**config.mk**
```make
export PLATFORM = sky130hd
export DESIGN_NAME = aakh_ram
export DESIGN_NICKNAME = d
export VERILOG_FILES = /design/src/hw/rtl/aakh_ram.sv
export SDC_FILE = /design/constraint.sdc
export NUM_CORES = 1
export LEC_CHECK = 0
export ABC_AREA = 1
export BUFFER_PORTS_ARGS = -buffer_cell sky130_fd_sc_hd__buf_2
export CAP_MARGIN = 20
export CORE_MARGIN = 4
export CORE_UTILIZATION = 55
export DETAILED_ROUTE_END_ITERATION = 7
export GPL_TIMING_DRIVEN = 1
export PLACE_DENSITY = 0.73
export SLEW_MARGIN = 20
export SYNTH_ARGS = -nofsm -noshare
export SYNTH_HDL_FRONTEND = slang
export SYNTH_SLANG_ARGS = --single-unit
```
**constraint.sdc**
```tcl
create_clock -name clk -period 2.3 [get_ports clk]
set_input_delay 0.69 -clock clk [delete_from_list [all_inputs] [get_ports clk]]
set_output_delay 0.69 -clock clk [all_outputs]
set_load 0.01 [all_outputs]
```
**src/hw/rtl/aakh_ram.sv**
```systemverilog
// Generic single-port-write, single-port-read RAM with registered read.
// No dependencies.
`timescale 1ns / 1ps
module aakh_ram #(
  parameter int WIDTH = 8,
  parameter int DEPTH = 16
) (
  input  logic                     clk,
  input  logic                     we,
  input  logic [$clog2(DEPTH)-1:0] waddr,
  input  logic [WIDTH-1:0]         wdata,
  input  logic                     re,
  input  logic [$clog2(DEPTH)-1:0] raddr,
  output logic [WIDTH-1:0]         rdata
);

  logic [WIDTH-1:0] mem [DEPTH];

  always_ff @(posedge clk) begin
    if (we) begin
      mem[waddr] <= wdata;
    end
    if (re) begin
      rdata <= mem[raddr];
    end
  end

endmodule

```
# Word-level counts from Yosys, hierarchy flattened
# Memories as Yosys holds them, arrays and structs flattened. A register that Yosys moved wholly into a read port is not among the register bits.
# Index checks and enable logic that the tools add are counted.
dict set report word_totals {
  reg_bits 0
  word_cells 3
  in_bits 19
  mem_count 1
  output_inout_bits 8
  mem_bits_rw 128
}
# memory words word_bits rd rd_ports_with_merged_regs write_ports line
set memory_table {}
lappend memory_table {mem 16 8 1 1 1 17} ;# logic [WIDTH-1:0] mem [DEPTH];
dict set report op_classes {
  n_mux 2
}
# operator n
set ops {}
lappend ops {{two-way mux 1 bit} 2}

# Depth between registers and ports, before layout
# Gate-level depths: netlist of run 1.
dict set report depth {
  word_depth 2
  depth_mapped 8
  depth_no_buf 7
}

# Worst setup path before layout of run 1
# OpenSTA, ideal clock, no wires.
dict set report synth_timing {
  kind {input-to-reg}
  start {input waddr[2]}
  end {memory mem[10][0], enable pin}
  slack_ns 0.659
  path_buffers 0
  t_arrival_ns 1.271
  setup_time_ns 0.370
  required_time_ns 1.930
  cell_stages 2
  path_cell_list {nand3b_1 -> nor2_1}
}
# element line
set synth_rtl {}
lappend synth_rtl {{start, declared} 10} ;# input logic [$clog2(DEPTH)-1:0] waddr,
lappend synth_rtl {{end, declared} 17}
# Straight into the memory's write port.

# Worst setup path after layout of run 1
dict set report layout_timing {
  start {register rdata[5], read port of mem}
  end {output rdata[5]}
}
# element line
set layout_rtl {}
lappend layout_rtl {{start, declared} 14} ;# output logic [WIDTH-1:0] rdata
# No word-level cell between the ends.

==> results by group, run 1 <==
Outcome
  • Status: completed

Route
  • Routed WL: 13,000 µm
  • Iter 0 DRT Violations: 450
  • Wirelength per Cell: 17.56 µm
  • Final ANT Viol Nets: 0
  • Routed via count: 3,993
  • 1st-pass router iterations: 5
  • Via density: 5.396
  • DR DRC count: 0

Setup path
  • Slowest CP cell: edfxtp_1
  • Critical path type: flop to output pin
  • Worst stage delay on the critical path: 430 ps
  • Cell Chain, Critical Path: buf_2
  • Reg2reg end: rdata[1]
  • Crit path DAT: 1120 ps
  • R2R cell count: 6
  • Critical path buffer and inverter count: 1
  • CP Capture Type: output pin
  • Worst EP required: 1610 ps
  • Reg2reg start: mem[9][1]
  • CP top delay family: flip-flops
  • Reg-to-reg slack, setup: 1120 ps
  • Critical path fanouts, max: 1
  • Crit path launch type: flop

Min path
  • Hold path endpoint: rdata[2]
  • HP Start: re
  • Hold crit path type: primary input to flop
  • Hold path cells: 1

Finish
  • Final Cell Area: 0.006684 mm²
  • FF+latch area: 0.004084 mm²
  • Ant. Diodes: 0
  • Multi-input logic area: 0.001214 mm²
  • Final nets: 612
  • Post-Layout Cell Count: 740
  • Ratio of cells with drive above 1 in the final layout: 12.25%
  • Fill cells: 796
  • Area growth, synth to finish: 14.32%

STA
  • Final hold viol count: 0
  • RSZ-0062 raised after global routing: false
  • Final period utilization: 78.64%
  • Worst Max-Slew Pin Slew: 589.0 ps
  • Fin Clk Skew: 8.709 ps
  • Endpoints failing setup: 0
  • Max-slew violation count: 0
  • Minimum clock period: 1809 ps
  • Max frequency: 0.5529 GHz
  • Setup_tns: 0 ps
  • Slew headroom: 60.67%

Job
  • Max-cap violations: 0

Logic synthesis
  • Synth Warn #: 0
  • Synthesized cell area: 0.005847 mm²
  • Post-synth top flop: edfxtp_1
  • Yosys cell types: 11
  • Largest cells by area after synthesis: edfxtp_1 70%, nand2_1 11%, nand3_1 8.3%
  • Most common cell in the netlist: nand2_1
  • Post-synth ARST share: 0%
  • Number of synthesized register bits: 136
  • Yosys top cell area share: 69.85%
  • Synthesized Nets: 570
  • EDFF count, synth: 136
  • Syn Area/Cell: 10.61 µm²
  • Seq/Total Area, Yosys: 69.85%
  • Commonest cells in the netlist: 173 x nand2_1, 136 x edfxtp_1, 100 x inv_1
  • Cells after Synth: 551
  • Leading area contributor after synthesis: edfxtp_1

Clock tree
  • CTS Hold Bufs: 0
  • Sink Count: 136
  • Maximum clock insertion buffer count: 2
  • Root buffer cell: clkbuf_8
  • Clk slew on worst S/H paths: 60 ps
  • Clk_lat worst skew: 530 ps
  • CTS buffer count: 17
  • CTS tree: built
  • Post-CTS Setup Bufs: 0
  • H-Tree Depth: 4
  • Post-cts gate resize count: 0

Die
  • Core ar.: 0.01032 mm²
  • Die Height: 111.1 µm
  • # rows: 37
  • IO Count: 27
  • Die Width: 111.1 µm
  • Die ar.: 0.01234 mm²
  • Starting Density: 56.64%

Placement
  • Placer Congestion: 0.9250
  • Dpl cells: 710
  • Placement Cell Area: 0.006176 mm²
  • Post-DP HPWL: 8301 µm
  • Port bufs: 26

Power
  • Clock Power Share: 42.7%
  • Power share of the sequential group: 51.1%
  • Cell-internal power: 4.299 mW
  • Pwr/cell area: 823.3 mW/mm²
  • Worst VDD drop: 0.5266 mV
  • Combinational share of power: 6.2%
  • Switching share of power: 21.88%
  • Leakage: 2.903 nW
  • Net Switching: 1.204 mW

GRT
  • Initial antenna violation count: 0
  • Grt ovf: 0
  • Global-route wire length before repair: 20,190 µm
  • Total Routing Usage GR: 21.92%
  • Largest net degree at the start of global routing: 65
  • Number of global-route vias before repair: 3,824
==> worst max path at each step <==
stage / startpoint / end / slack (ps) / cells past startpoint
floorplan: waddr[2] / mem[10][0] / 660 / 2
global placement: raddr[2] / rdata[2] / 410 / 5
detailed placement: raddr[2] / rdata[1] / 390 / 5
CTS: rdata[5] / rdata[5] / 470 / 1
global route: rdata[1] / rdata[1] / 460 / 1
finish: rdata[5] / rdata[5] / 490 / 1
==> per-stage QoR <==
| step | worst slack, ps | power (mW) | hold WS [ps] | util (%) |
|---|---|---|---|---|
| finish | 491.2 | 5.503 | 534.7 | 64.74 |
| global route | 460.5 | 5.680 | 519.0 | 64.74 |
| CTS | 468.0 | 5.539 | 507.2 | 64.74 |
| detailed placement | 386.6 | 3.202 | 715.2 | 59.82 |
| global placement | 410.9 | 3.191 | 704.5 | 59.82 |
| floorplan | 659.2 | 3.058 | 682.9 | - |
==> cell type report <==
class	count	area share, %
Multi-Input combinational cell	289	18.16
Clock inverter	10	1.235
Sequential cell	136	61.10
Tap cell	136	2.546
Clock buffer	20	6.365
Timing Repair Buffer	47	4.867
Inverter	102	5.728
==> power by group through the flow <==
stage	combinational [mW]	sequential (mW)	clock, mW
3_3_place_gp	0.331	2.86	0
5_1_grt	0.375	2.81	2.49
2_1_floorplan	0.196	2.86	0
4_1_cts	0.341	2.81	2.39
3_5_place_dp	0.339	2.86	0
6_report	0.341	2.81	2.35
==> layout by cell type (no fill, tap or decap), drive strengths merged <==
master / count
clkinvlp: 1
clkbuf: 20
buf: 47
nor2: 17
edfxtp: 136
bufinv: 1
inv: 102
nand2: 173
clkinv: 8
nand3: 97
nand3b: 2
==> worst reg2reg max path, stage by stage (launching register included) <==
cell	delay [ps]
edfxtp_1	370
inv_1	60
nand2_1	40
nand3_1	90
nand3_1	130
nand3_1	180
nand2_1	60
==> per-layer routing <==
| metal | global-route usage (%) | part of all wire, % | vias up | wire length, µm |
|---|---|---|---|---|
| li1 | - | - | 1863 | - |
| met1 | 28.23 | 39 | 1894 | 5069 |
| met2 | 36.41 | 50 | 198 | 6521 |
| met3 | 4.476 | 8.1 | 38 | 1054 |
| met4 | 9.246 | 2.7 | 0 | 352 |
| met5 | 0 | 0 | - | 0 |
==> kinds of logic after synthesis <==
group / after synthesis / synth area share, %
buf+inv: 126 / 9.394
simple gates: 289 / 20.76
flops: 136 / 69.85
==> state kept, by name, indices dropped and copies added (netlist names) <==
register	count
mem	128
rdata	8
(Power assumes the default switching activity.)
==> inputs of run 2 (changes only) <==
PLACE_DENSITY = 0.75   (was 0.73)
clock period = 1.5 ns   (was 2.3 ns; I/O delays follow)
==> run 2 against run 1 <==
Net effect: the run now ends with setup timing left; clock skew is 0.91 ps lower; core utilization is 1.9 points higher; clock-buffer cell count is 3 lower; die area stayed put; clock power is 93% higher; power is 70% higher; critical path type unchanged.
==> results by group, run 2 (synthesis gave the netlist of run 1 again) <==
Setup path
  • Slowest CP cell: edfxtp_1
  • Worst EP required: 1050 ps
  • Reg-to-reg slack, setup: 330 ps
  • R2R cell count: 6
  • Critical path fanouts, max: 1
  • Crit path DAT: 1100 ps
  • Cell Chain, Critical Path: buf_2
  • CP top delay family: flip-flops
  • Reg2reg end: rdata[1]
  • Critical path buffer and inverter count: 1
  • Worst stage delay on the critical path: 420 ps
  • Reg2reg start: mem[7][1]
  • Critical path type: flop to output pin
  • Crit path launch type: flop
  • CP Capture Type: output pin

Clock tree
  • Sink Count: 136
  • H-Tree Depth: 4
  • Clk_lat worst skew: 510 ps
  • Post-CTS Setup Bufs: 0
  • Maximum clock insertion buffer count: 2
  • Root buffer cell: clkbuf_8
  • CTS buffer count: 17
  • Clk slew on worst S/H paths: 60 ps
  • CTS tree: built

Job
  • Max-cap violations: 0

GRT
  • Global-route wire length before repair: 20,860 µm
  • Largest net degree at the start of global routing: 34
  • Grt ovf: 0
  • Initial antenna violation count: 0
  • Number of global-route vias before repair: 4,034
  • Total Routing Usage GR: 22.39%

STA
  • Final period utilization: 103.2%
  • Fin Clk Skew: 7.801 ps
  • Setup_tns: -145.9 ps
  • RSZ-0062 raised after global routing: true
  • Worst Max-Slew Pin Slew: 595.2 ps
  • Final hold viol count: 0
  • Minimum clock period: 1548 ps
  • Final setup margin: -48.39 ps
  • Max frequency: 0.6458 GHz
  • Slew headroom: 60.26%
  • Endpoints failing setup: 5
  • Max-slew violation count: 0

Min path
  • Hold path endpoint: rdata[2]
  • Hold path cells: 1
  • Hold crit path type: primary input to flop
  • HP Start: re

Finish
  • Final nets: 618
  • Ant. Diodes: 0
  • Largest regs: mem: 128 flops, rdata: 8 flops
  • Multi-input logic area: 0.001214 mm²
  • FF+latch area: 0.004084 mm²
  • Fill cells: 752
  • Most common cell after layout, fill and taps aside: nand2_1
  • Area growth, synth to finish: 17.59%
  • Ratio of cells with drive above 1 in the final layout: 13.77%
  • Max reg flops: 128
  • Most flops, register: mem
  • Most frequent cells in the layout: 173 x nand2_1, 136 x edfxtp_1, 100 x inv_1
  • Final Cell Area: 0.006875 mm²

Placement
  • Placer Congestion: 0.9763
  • Post-DP HPWL: 8176 µm
  • Dpl ws: -178.8 ps
  • Port bufs: 26
  • Placement Cell Area: 0.006233 mm²

Die
  • IO Count: 27
  • Starting Density: 56.64%
  • Die Width: 111.1 µm
  • Die Height: 111.1 µm
  • Core ar.: 0.01032 mm²
  • Die ar.: 0.01234 mm²
  • # rows: 37

Outcome
  • Status: complete, but fails checks
  • Violated checks: setup timing

Route
  • 1st-pass router iterations: 5
  • Routed via count: 4,043
  • Routed WL: 13,300 µm
  • Wirelength per Cell: 17.82 µm
  • Final ANT Viol Nets: 0
  • DR DRC count: 0
  • Iter 0 DRT Violations: 362
  • Via density: 5.420

Power
  • Leakage: 3.000 nW
  • Worst VDD drop: 1.141 mV
  • Pwr/cell area: 1365 mW/mm²
[run 2: area by class of cell]
cell class	count	area share, %
Tap cell	136	2.475
Sequential cell	136	59.40
Clock buffer	17	6.024
Clock inverter	13	3.312
Inverter	102	5.569
Timing Repair Buffer	53	5.569
Multi-Input combinational cell	289	17.65
[run 2: power breakdown]
part	internal, mW	total [mW]	leakage (nW)	switching, mW
logic	0.168	0.541	1.45	0.374
registers	4.28	4.31	1.24	0.0267
clock network	3.01	4.53	0.311	1.52
[run 2: timing repair]
| action | 4_1_cts | 5_1_grt |
|---|---|---|
| gates resized for setup | 0 | 0 |
| hold buffers | 0 | 0 |
| setup endpoints to repair | 5 | 7 |
| pin swaps | 0 | 0 |
[run 2: per-layer routing]
layer / share of wire (%) / wire length [µm] / vias up / GRT usage [%]
li1: - / - / 1876 / -
met1: 40 / 5276 / 1907 / 28.76
met2: 49 / 6564 / 219 / 36.97
met3: 7.9 / 1046 / 41 / 5.022
met4: 3.1 / 410 / 0 / 9.327
met5: 0 / 0 / - / 0
[run 2: stage by stage]
step | std cells | hold slack (ps) | util (%) | power [mW]
CTS | 746 | 281.0 | 66.60 | 9.394
global route | 746 | 282.4 | 66.60 | 9.648
floorplan | 551 | 548.9 | - | 4.689
detailed placement | 716 | 744.7 | 60.38 | 4.921
finish | 746 | 297.0 | 66.60 | 9.382
global placement | 716 | 711.5 | 60.38 | 4.905
[run 2: worst max path at each step]
stage,from,to,cells past startpoint
2_1_floorplan,waddr[3],mem[4][0],2
3_3_place_gp,raddr[1],rdata[2],6
3_5_place_dp,raddr[1],rdata[2],6
4_1_cts,rdata[7],rdata[7],1
5_1_grt,rdata[7],rdata[7],1
6_report,rdata[7],rdata[7],1
